<file path="config.mk">
export PLATFORM = sky130hd
export DESIGN_NAME = rgb_hsv_converter
export DESIGN_NICKNAME = d
export VERILOG_FILES = /design/src/rhc_pkg.sv /design/src/rhc_div_step.sv /design/src/rhc_hsv_path.sv /design/src/rhc_rgb_path.sv /design/src/rgb_hsv_converter.sv
export VERILOG_INCLUDE_DIRS = /design/src /design/src/src
export SDC_FILE = /design/constraint.sdc
export NUM_CORES = 2
export LEC_CHECK = 0
export BUFFER_PORTS_ARGS = -buffer_cell sky130_fd_sc_hd__buf_2
export CORE_ASPECT_RATIO = 0.5
export CORE_MARGIN = 2
export CORE_UTILIZATION = 65
export DETAILED_ROUTE_END_ITERATION = 10
export PLACE_DENSITY = 0.82
export SLEW_MARGIN = 5
export SYNTH_ARGS = -nofsm -noshare
export SYNTH_HDL_FRONTEND = slang
export SYNTH_HIERARCHICAL = 1
export SYNTH_SLANG_ARGS = --single-unit
</file>
<file path="constraint.sdc">
create_clock -name i_clk -period 36.5 [get_ports i_clk]
set_input_delay 7.3 -clock i_clk [delete_from_list [all_inputs] [get_ports i_clk]]
set_output_delay 7.3 -clock i_clk [all_outputs]
set_load 0.1 [all_outputs]
</file>
<file path="src/rgb_hsv_converter_defines.svh">
// Assertion macros used by the top-level converter module.
`ifndef RGB_HSV_CONVERTER_DEFINES_SVH
`define RGB_HSV_CONVERTER_DEFINES_SVH

`ifndef NO_ASSERTIONS

`define RHC_ASSERT_IMP(label, ante, cons) \
    label: assert property (@(posedge i_clk) disable iff (!i_rst_n) (ante) |-> (cons)) \
        else $error("rhc: same-cycle check failed");

`define RHC_ASSERT_NXT(label, ante, cons) \
    label: assert property (@(posedge i_clk) disable iff (!i_rst_n) (ante) |=> (cons)) \
        else $error("rhc: next-cycle check failed");

`else

`define RHC_ASSERT_IMP(label, ante, cons)

`define RHC_ASSERT_NXT(label, ante, cons)

`endif

`endif

</file>
<file path="src/rhc_pkg.sv">
// Types and constants shared by the RGB/HSV converter modules.
package rhc_pkg;

    localparam logic [7:0] SECTOR_WIDTH = 8'd43;
    localparam logic [7:0] FULL_SCALE   = 8'hFF;
    localparam logic [7:0] GREEN_BASE   = 8'd85;
    localparam logic [7:0] BLUE_BASE    = 8'd171;
    localparam logic [7:0] REM_SCALE    = 8'd6;

    // Two quotient bits are resolved in each divider stage.
    localparam int DIV_STEPS = 4;
    // Register stages from input beat to output register.
    localparam int LATENCY   = 7;

    typedef enum logic {
        DIR_TO_HSV = 1'b0,
        DIR_TO_RGB = 1'b1
    } t_dir;

    typedef enum logic [2:0] {
        SEC_0 = 3'd0,
        SEC_1 = 3'd1,
        SEC_2 = 3'd2,
        SEC_3 = 3'd3,
        SEC_4 = 3'd4,
        SEC_5 = 3'd5
    } t_sector;

    typedef struct packed {
        logic [7:0] chan_a;
        logic [7:0] chan_b;
        logic [7:0] chan_c;
        logic [7:0] alpha_in;
    } t_pix_in;

    typedef struct packed {
        logic [7:0] res_a;
        logic [7:0] res_b;
        logic [7:0] res_c;
        logic [7:0] alpha_out;
    } t_pix_out;

    // One division in flight: partial remainder, divisor and quotient so far.
    typedef struct packed {
        logic [15:0] num;
        logic [7:0]  den;
        logic [7:0]  quo;
    } t_div;

endpackage

</file>
<file path="src/rhc_div_step.sv">
// One registered stage of the restoring divider, two quotient bits per stage.
module rhc_div_step #(
    parameter int STEP = 0
) (
    input  logic          i_clk,
    input  logic          i_en,
    input  rhc_pkg::t_div i_div,
    output rhc_pkg::t_div o_div
);
    import rhc_pkg::*;

    localparam int SH_HI = 2 * STEP + 1;
    localparam int SH_LO = 2 * STEP;

    logic [15:0] d_hi;
    logic [15:0] d_lo;
    logic        ge_hi;
    logic        ge_lo;
    logic [15:0] rem_hi;
    t_div        n_div;
    t_div        r_div;

    // The caller guarantees num < den * 256, so no quotient bit is lost above the top step.
    always_comb begin
        d_hi   = 16'(i_div.den) << SH_HI;
        d_lo   = 16'(i_div.den) << SH_LO;
        ge_hi  = (i_div.num >= d_hi);
        rem_hi = ge_hi ? (i_div.num - d_hi) : i_div.num;
        ge_lo  = (rem_hi >= d_lo);
        n_div  = i_div;
        n_div.num = ge_lo ? (rem_hi - d_lo) : rem_hi;
        n_div.quo[SH_HI] = ge_hi;
        n_div.quo[SH_LO] = ge_lo;
    end

    always_ff @(posedge i_clk) begin
        if (i_en) begin
            r_div <= n_div;
        end
    end

    assign o_div = r_div;

endmodule

</file>
<file path="src/rhc_hsv_path.sv">
// RGB to HSV datapath: extrema, numerators, pipelined divisions, hue assembly.
module rhc_hsv_path (
    input  logic       i_clk,
    input  logic       i_en,
    input  logic [7:0] i_red,
    input  logic [7:0] i_green,
    input  logic [7:0] i_blue,
    output logic [7:0] o_hue,
    output logic [7:0] o_sat,
    output logic [7:0] o_val
);
    import rhc_pkg::*;

    typedef struct packed {
        logic       zero_max;
        logic       zero_delta;
        logic       neg;
        logic [7:0] base;
        logic [7:0] value;
    } t_hsv_side;

    // Stage 1
    logic [7:0] n_mx, n_mn, n_delta, n_base, n_abs;
    logic [7:0] op_x, op_y;
    logic       n_neg;
    logic [7:0] r1_mx, r1_delta, r1_base, r1_abs;
    logic       r1_neg;

    // Stage 2
    t_div      n_sdiv, n_hdiv;
    t_div      r2_sdiv, r2_hdiv;
    t_hsv_side n_side;
    t_hsv_side r2_side;

    // Divider stages
    t_div      sdiv [DIV_STEPS+1];
    t_div      hdiv [DIV_STEPS+1];
    t_hsv_side r_side [DIV_STEPS];

    // Final stage
    t_hsv_side   side_last;
    logic [7:0]  hue_off;
    logic [7:0]  r_hue, r_sat, r_val;

    always_comb begin
        n_mx = i_red;
        if (i_green > n_mx) n_mx = i_green;
        if (i_blue > n_mx)  n_mx = i_blue;
        n_mn = i_red;
        if (i_green < n_mn) n_mn = i_green;
        if (i_blue < n_mn)  n_mn = i_blue;
        n_delta = n_mx - n_mn;
        // Ties for the maximum go to red first, then green.
        if (n_mx == i_red) begin
            op_x   = i_green;
            op_y   = i_blue;
            n_base = 8'd0;
        end else if (n_mx == i_green) begin
            op_x   = i_blue;
            op_y   = i_red;
            n_base = GREEN_BASE;
        end else begin
            op_x   = i_red;
            op_y   = i_green;
            n_base = BLUE_BASE;
        end
        n_neg = (op_x < op_y);
        n_abs = n_neg ? (op_y - op_x) : (op_x - op_y);
    end

    always_ff @(posedge i_clk) begin
        if (i_en) begin
            r1_mx    <= n_mx;
            r1_delta <= n_delta;
            r1_base  <= n_base;
            r1_abs   <= n_abs;
            r1_neg   <= n_neg;
        end
    end

    always_comb begin
        n_sdiv.num = {r1_delta, 8'd0} - {8'd0, r1_delta};
        n_sdiv.den = r1_mx;
        n_sdiv.quo = 8'd0;
        n_hdiv.num = 16'(r1_abs) * 16'(SECTOR_WIDTH);
        n_hdiv.den = r1_delta;
        n_hdiv.quo = 8'd0;
        n_side.zero_max   = (r1_mx == 8'd0);
        n_side.zero_delta = (r1_delta == 8'd0);
        n_side.neg        = r1_neg;
        n_side.base       = r1_base;
        n_side.value      = r1_mx;
    end

    always_ff @(posedge i_clk) begin
        if (i_en) begin
            r2_sdiv <= n_sdiv;
            r2_hdiv <= n_hdiv;
            r2_side <= n_side;
        end
    end

    assign sdiv[0] = r2_sdiv;
    assign hdiv[0] = r2_hdiv;

    // Most significant quotient bits are resolved first.
    for (genvar k = 0; k < DIV_STEPS; k++) begin : g_div
        rhc_div_step #(
            .STEP (DIV_STEPS - 1 - k)
        ) u_sat_div (
            .i_clk (i_clk),
            .i_en  (i_en),
            .i_div (sdiv[k]),
            .o_div (sdiv[k+1])
        );
        rhc_div_step #(
            .STEP (DIV_STEPS - 1 - k)
        ) u_hue_div (
            .i_clk (i_clk),
            .i_en  (i_en),
            .i_div (hdiv[k]),
            .o_div (hdiv[k+1])
        );
    end

    always_ff @(posedge i_clk) begin
        if (i_en) begin
            r_side[0] <= r2_side;
            for (int k = 1; k < DIV_STEPS; k++) begin
                r_side[k] <= r_side[k-1];
            end
        end
    end

    assign side_last = r_side[DIV_STEPS-1];

    // Division was done on magnitudes, so negating the quotient truncates toward zero.
    assign hue_off = side_last.neg ? (8'd0 - hdiv[DIV_STEPS].quo) : hdiv[DIV_STEPS].quo;

    always_ff @(posedge i_clk) begin
        if (i_en) begin
            r_val <= side_last.value;
            if (side_last.zero_max) begin
                r_hue <= 8'd0;
                r_sat <= 8'd0;
            end else if (side_last.zero_delta) begin
                r_hue <= 8'd0;
                r_sat <= 8'd0;
            end else begin
                r_hue <= side_last.base + hue_off;
                r_sat <= sdiv[DIV_STEPS].quo;
            end
        end
    end

    assign o_hue = r_hue;
    assign o_sat = r_sat;
    assign o_val = r_val;

endmodule

</file>
<file path="src/rhc_rgb_path.sv">
// HSV to RGB datapath: sector split, p/q/t products, channel selection, delay.
module rhc_rgb_path (
    input  logic       i_clk,
    input  logic       i_en,
    input  logic [7:0] i_hue,
    input  logic [7:0] i_sat,
    input  logic [7:0] i_val,
    output logic [7:0] o_red,
    output logic [7:0] o_green,
    output logic [7:0] o_blue
);
    import rhc_pkg::*;

    localparam int PAD = LATENCY - 4;

    typedef struct packed {
        logic [7:0] red;
        logic [7:0] green;
        logic [7:0] blue;
    } t_rgb;

    // Stage 1
    t_sector    n_sec;
    logic [7:0] n_sbase, n_rem;
    t_sector    r1_sec;
    logic [7:0] r1_rem, r1_sat, r1_val;

    // Stage 2
    logic [15:0] sr_prod, st_prod, p_prod;
    t_sector     r2_sec;
    logic [7:0]  r2_sr, r2_st, r2_p, r2_val;
    logic        r2_gray;

    // Stage 3
    logic [15:0] q_prod, t_prod;
    t_sector     r3_sec;
    logic [7:0]  r3_q, r3_t, r3_p, r3_val;
    logic        r3_gray;

    // Stage 4 and alignment delay
    t_rgb n_rgb;
    t_rgb r_rgb [PAD+1];

    always_comb begin
        if (i_hue < SECTOR_WIDTH) begin
            n_sec   = SEC_0;
            n_sbase = 8'd0;
        end else if (i_hue < 8'(2 * SECTOR_WIDTH)) begin
            n_sec   = SEC_1;
            n_sbase = SECTOR_WIDTH;
        end else if (i_hue < 8'(3 * SECTOR_WIDTH)) begin
            n_sec   = SEC_2;
            n_sbase = 8'(2 * SECTOR_WIDTH);
        end else if (i_hue < 8'(4 * SECTOR_WIDTH)) begin
            n_sec   = SEC_3;
            n_sbase = 8'(3 * SECTOR_WIDTH);
        end else if (i_hue < 8'(5 * SECTOR_WIDTH)) begin
            n_sec   = SEC_4;
            n_sbase = 8'(4 * SECTOR_WIDTH);
        end else begin
            n_sec   = SEC_5;
            n_sbase = 8'(5 * SECTOR_WIDTH);
        end
        // The offset within a sector is below 43, so the scaled value fits in eight bits.
        n_rem = 8'((i_hue - n_sbase) * REM_SCALE);
    end

    always_ff @(posedge i_clk) begin
        if (i_en) begin
            r1_sec <= n_sec;
            r1_rem <= n_rem;
            r1_sat <= i_sat;
            r1_val <= i_val;
        end
    end

    assign sr_prod = 16'(r1_sat) * 16'(r1_rem);
    assign st_prod = 16'(r1_sat) * 16'(FULL_SCALE - r1_rem);
    assign p_prod  = 16'(r1_val) * 16'(FULL_SCALE - r1_sat);

    always_ff @(posedge i_clk) begin
        if (i_en) begin
            r2_sec  <= r1_sec;
            r2_sr   <= sr_prod[15:8];
            r2_st   <= st_prod[15:8];
            r2_p    <= p_prod[15:8];
            r2_val  <= r1_val;
            r2_gray <= (r1_sat == 8'd0);
        end
    end

    assign q_prod = 16'(r2_val) * 16'(FULL_SCALE - r2_sr);
    assign t_prod = 16'(r2_val) * 16'(FULL_SCALE - r2_st);

    always_ff @(posedge i_clk) begin
        if (i_en) begin
            r3_sec  <= r2_sec;
            r3_q    <= q_prod[15:8];
            r3_t    <= t_prod[15:8];
            r3_p    <= r2_p;
            r3_val  <= r2_val;
            r3_gray <= r2_gray;
        end
    end

    always_comb begin
        if (r3_gray) begin
            n_rgb = '{red: r3_val, green: r3_val, blue: r3_val};
        end else begin
            case (r3_sec)
                SEC_0: n_rgb = '{red: r3_val, green: r3_t,   blue: r3_p};
                SEC_1: n_rgb = '{red: r3_q,   green: r3_val, blue: r3_p};
                SEC_2: n_rgb = '{red: r3_p,   green: r3_val, blue: r3_t};
                SEC_3: n_rgb = '{red: r3_p,   green: r3_q,   blue: r3_val};
                SEC_4: n_rgb = '{red: r3_t,   green: r3_p,   blue: r3_val};
                default: n_rgb = '{red: r3_val, green: r3_p, blue: r3_q};
            endcase
        end
    end

    // The tail stages line this path up with the longer HSV path.
    always_ff @(posedge i_clk) begin
        if (i_en) begin
            r_rgb[0] <= n_rgb;
            for (int k = 1; k <= PAD; k++) begin
                r_rgb[k] <= r_rgb[k-1];
            end
        end
    end

    assign o_red   = r_rgb[PAD].red;
    assign o_green = r_rgb[PAD].green;
    assign o_blue  = r_rgb[PAD].blue;

endmodule

</file>
<file path="src/rgb_hsv_converter.sv">
// Latency runs from an accepted input beat to the output register.
// Throughput: one pixel per clock unless stalled; the pipeline holds up to seven beats.
// Latency is set by the four-stage pipelined dividers for saturation and hue.
// A stall at the output freezes every stage and is passed back to the input.
// Synchronous active-low reset empties the pipeline and sets direction to RGB to HSV.
`include "rgb_hsv_converter_defines.svh"

module rgb_hsv_converter (
    input  logic              i_clk,
    input  logic              i_rst_n,
    input  logic              i_cfg_we,
    input  logic              i_cfg_data,
    input  logic              i_in_valid,
    output logic              o_in_stall,
    input  rhc_pkg::t_pix_in  i_in_pix,
    output logic              o_out_valid,
    input  logic              i_out_stall,
    output rhc_pkg::t_pix_out o_out_pix
);
    import rhc_pkg::*;

    localparam int LAST = LATENCY - 1;

    t_dir             r_dir;
    logic [LAST:0]    r_vld;
    t_dir             r_dir_pipe [LATENCY];
    logic [7:0]       r_alpha    [LATENCY];
    logic             en;
    logic             in_beat;
    logic [7:0]       hsv_h, hsv_s, hsv_v;
    logic [7:0]       rgb_r, rgb_g, rgb_b;

    // The whole pipeline advances unless a finished beat is held at the output.
    assign en         = !(r_vld[LAST] && i_out_stall);
    assign o_in_stall = !en;
    assign in_beat    = i_in_valid && en;

    always_ff @(posedge i_clk) begin
        if (!i_rst_n) begin
            r_dir <= DIR_TO_HSV;
        end else if (i_cfg_we) begin
            r_dir <= t_dir'(i_cfg_data);
        end
    end

    always_ff @(posedge i_clk) begin
        if (!i_rst_n) begin
            r_vld <= '0;
        end else if (en) begin
            r_vld <= {r_vld[LAST-1:0], i_in_valid};
        end
    end

    always_ff @(posedge i_clk) begin
        if (en) begin
            r_dir_pipe[0] <= r_dir;
            r_alpha[0]    <= i_in_pix.alpha_in;
            for (int k = 1; k < LATENCY; k++) begin
                r_dir_pipe[k] <= r_dir_pipe[k-1];
                r_alpha[k]    <= r_alpha[k-1];
            end
        end
    end

    rhc_hsv_path u_hsv (
        .i_clk   (i_clk),
        .i_en    (en),
        .i_red   (i_in_pix.chan_a),
        .i_green (i_in_pix.chan_b),
        .i_blue  (i_in_pix.chan_c),
        .o_hue   (hsv_h),
        .o_sat   (hsv_s),
        .o_val   (hsv_v)
    );

    rhc_rgb_path u_rgb (
        .i_clk   (i_clk),
        .i_en    (en),
        .i_hue   (i_in_pix.chan_a),
        .i_sat   (i_in_pix.chan_b),
        .i_val   (i_in_pix.chan_c),
        .o_red   (rgb_r),
        .o_green (rgb_g),
        .o_blue  (rgb_b)
    );

    assign o_out_valid = r_vld[LAST];

    always_comb begin
        o_out_pix.alpha_out = r_alpha[LAST];
        if (r_dir_pipe[LAST] == DIR_TO_RGB) begin
            o_out_pix.res_a = rgb_r;
            o_out_pix.res_b = rgb_g;
            o_out_pix.res_c = rgb_b;
        end else begin
            o_out_pix.res_a = hsv_h;
            o_out_pix.res_b = hsv_s;
            o_out_pix.res_c = hsv_v;
        end
    end

    `RHC_ASSERT_IMP(a_stall_backpressure, r_vld[LAST] && i_out_stall, o_in_stall)
    `RHC_ASSERT_NXT(a_beat_enters, in_beat, r_vld[0])
    `RHC_ASSERT_NXT(a_valid_shifts, !o_in_stall, r_vld[LAST:1] == $past(r_vld[LAST-1:0]))
    `RHC_ASSERT_NXT(a_stall_holds, o_in_stall, r_vld == $past(r_vld))

endmodule
</file>
==> results.ini <==
[drt]
viasPerCell = 6.00
first_iter_violations = 2143
antenna_left = 0
first_pass_iters = 6
route.detailed.wl_per_inst_um = 19.0
wirelength_um = 90900
vias = 28760
drc = 0

[synth]
syn_area_sq_um = 43100
syn_avg_cell_area_sq_um = 11.3
yosys_warnings = 6
syn_inst = 3811

[clocking]
path_clk_slew_ns = 0.07
cts.repair.resized = 0
cts_buffers = 54
cts_buffer_depth = 3
clock_sinks = 608
h-tree-depth = 2
clk_latency_ns = 0.62
ctsHoldBuffers = 0
cts_tree = done
postCtsSetupBuffers = 0
clock-root-buffer = clkbuf_16

[timing]
finalCriticalPeriod_ns = 16.60
setup_viol = 0
slew_viol_final = 0
hold_viol_final = 0
fmax_mhz = 60.2
tightest_slew_ns = 1.19
fin_tns_setup_ns = 0
skew_ns = 0.0226
fin_crit_sh_pct = 45.5
rsz0062_at_grt = false
slew_headroom_pct = 20.7

[setup_path]
critical-path-max-stage-delay_ns = 0.91
cp-start-kind = primary input
cp_slowest_cell = a22oi_2
path_class = in -> reg
crit_fanout = 29
cp_common_cell = a21oi_1
end_kind = flop
crit_arrival_ns = 17.09
cp_data_required_time_ns = 36.99

[global_route]
track_usage_pct = 26.5
grt_max_degree = 125
antenna_found_initial = 0
grt_remaining_overflow = 0
grt_pass1_wl_um = 146000
grt_pass1_vias = 28272

[layout]
n_antenna_cell = 0
syn_to_final_growth_pct = 7.04
drive_gt1_share_pct = 8.95
fin_nets = 4499
final_common_cell = edfxtp_1
mostFrequentLayoutCells = 600 x edfxtp_1, 478 x inv_1, 393 x ha_1

[floorplan]
num_rows = 66
die_area_sq_um = 68500
die_h_um = 186
start_util_pct = 66.0
num_io_pins = 72
core_area_sq_um = 65300
die_w_um = 368

[flow_run]
maxCapViolCount = 0

[worst_hold_path]
hold_class = reg -> reg

[placement]
place.gp.congestion = 0.913
port-buffer-count = 71
dp_hpwl_um = 64800

[outcome]
status = completed

## metrics by stage
stage	cell area, sq um	util, %	hold slack, ns	worst slack [ns]	cells
floorplan	43100	-	0.400	12.17	3816
global placement	44300	67.8	0.400	19.70	4694
detailed placement	44300	67.8	0.405	19.51	4694
CTS	46200	70.7	0.415	20.14	4794
global route	46200	70.7	0.418	19.21	4794
finish	46200	70.7	0.414	19.90	4794
## state kept, by name (all words and copies together), names as in the netlist, 14 cells and up
signal,cells
u_rgb/r_rgb,96
u_hsv/hdiv,21
r_alpha,56
u_hsv/g_div.u_hue_div/o_div,92
u_hsv/g_div.u_sat_div/o_div,92
u_hsv/r_side,56
u_hsv/r2_side,14
u_hsv/r2_sdiv,16
## per-layer routing
metal	vias to the layer above	GRT usage, %	part of all wire (%)
li1	13591	-	-
met1	14160	35.9	44
met2	845	45.8	49
met3	164	3.04	5.1
met4	0	7.48	2.5
met5	-	0	0
## path summary, 6_finish.rpt
check / startpoint / endpoint / slack, ns / cells after the start
max: i_in_pix[30] / u_hsv/r1_abs[7] / 19.90 / 32
min: u_hsv/g_div[1].u_sat_div/o_div[6] / u_hsv/g_div[2].u_sat_div/o_div[6] / 0.41 / 0
max reg2reg: u_hsv/g_div[0].u_sat_div/o_div[12] / u_hsv/g_div[1].u_sat_div/o_div[22] / 31.13 / 16
min reg2reg: u_hsv/g_div[1].u_sat_div/o_div[6] / u_hsv/g_div[2].u_sat_div/o_div[6] / 0.41 / 0
## critical path: cells and delay by family
kind / cells / cell delay [ns]
compound gates: 16 / 5.43
fa+ha+maj: 3 / 1.03
buf+inv: 3 / 0.79
mux: 3 / 0.87
simple gates: 7 / 1.63
## final cells by class
class                   count  area (sq um)
flip-flops and latches    608         18200
repair buffers             87           475
fillers                  4411         19200
multi-input cells        2635         22700
inverters                 480          1800
well taps                 884          1110
clock inverters            39           485
clock buffers              61          1400
Power is left out: the tool's default activity adds up to more than one toggle a clock period on the data nets, which glitch-free logic cannot reach.
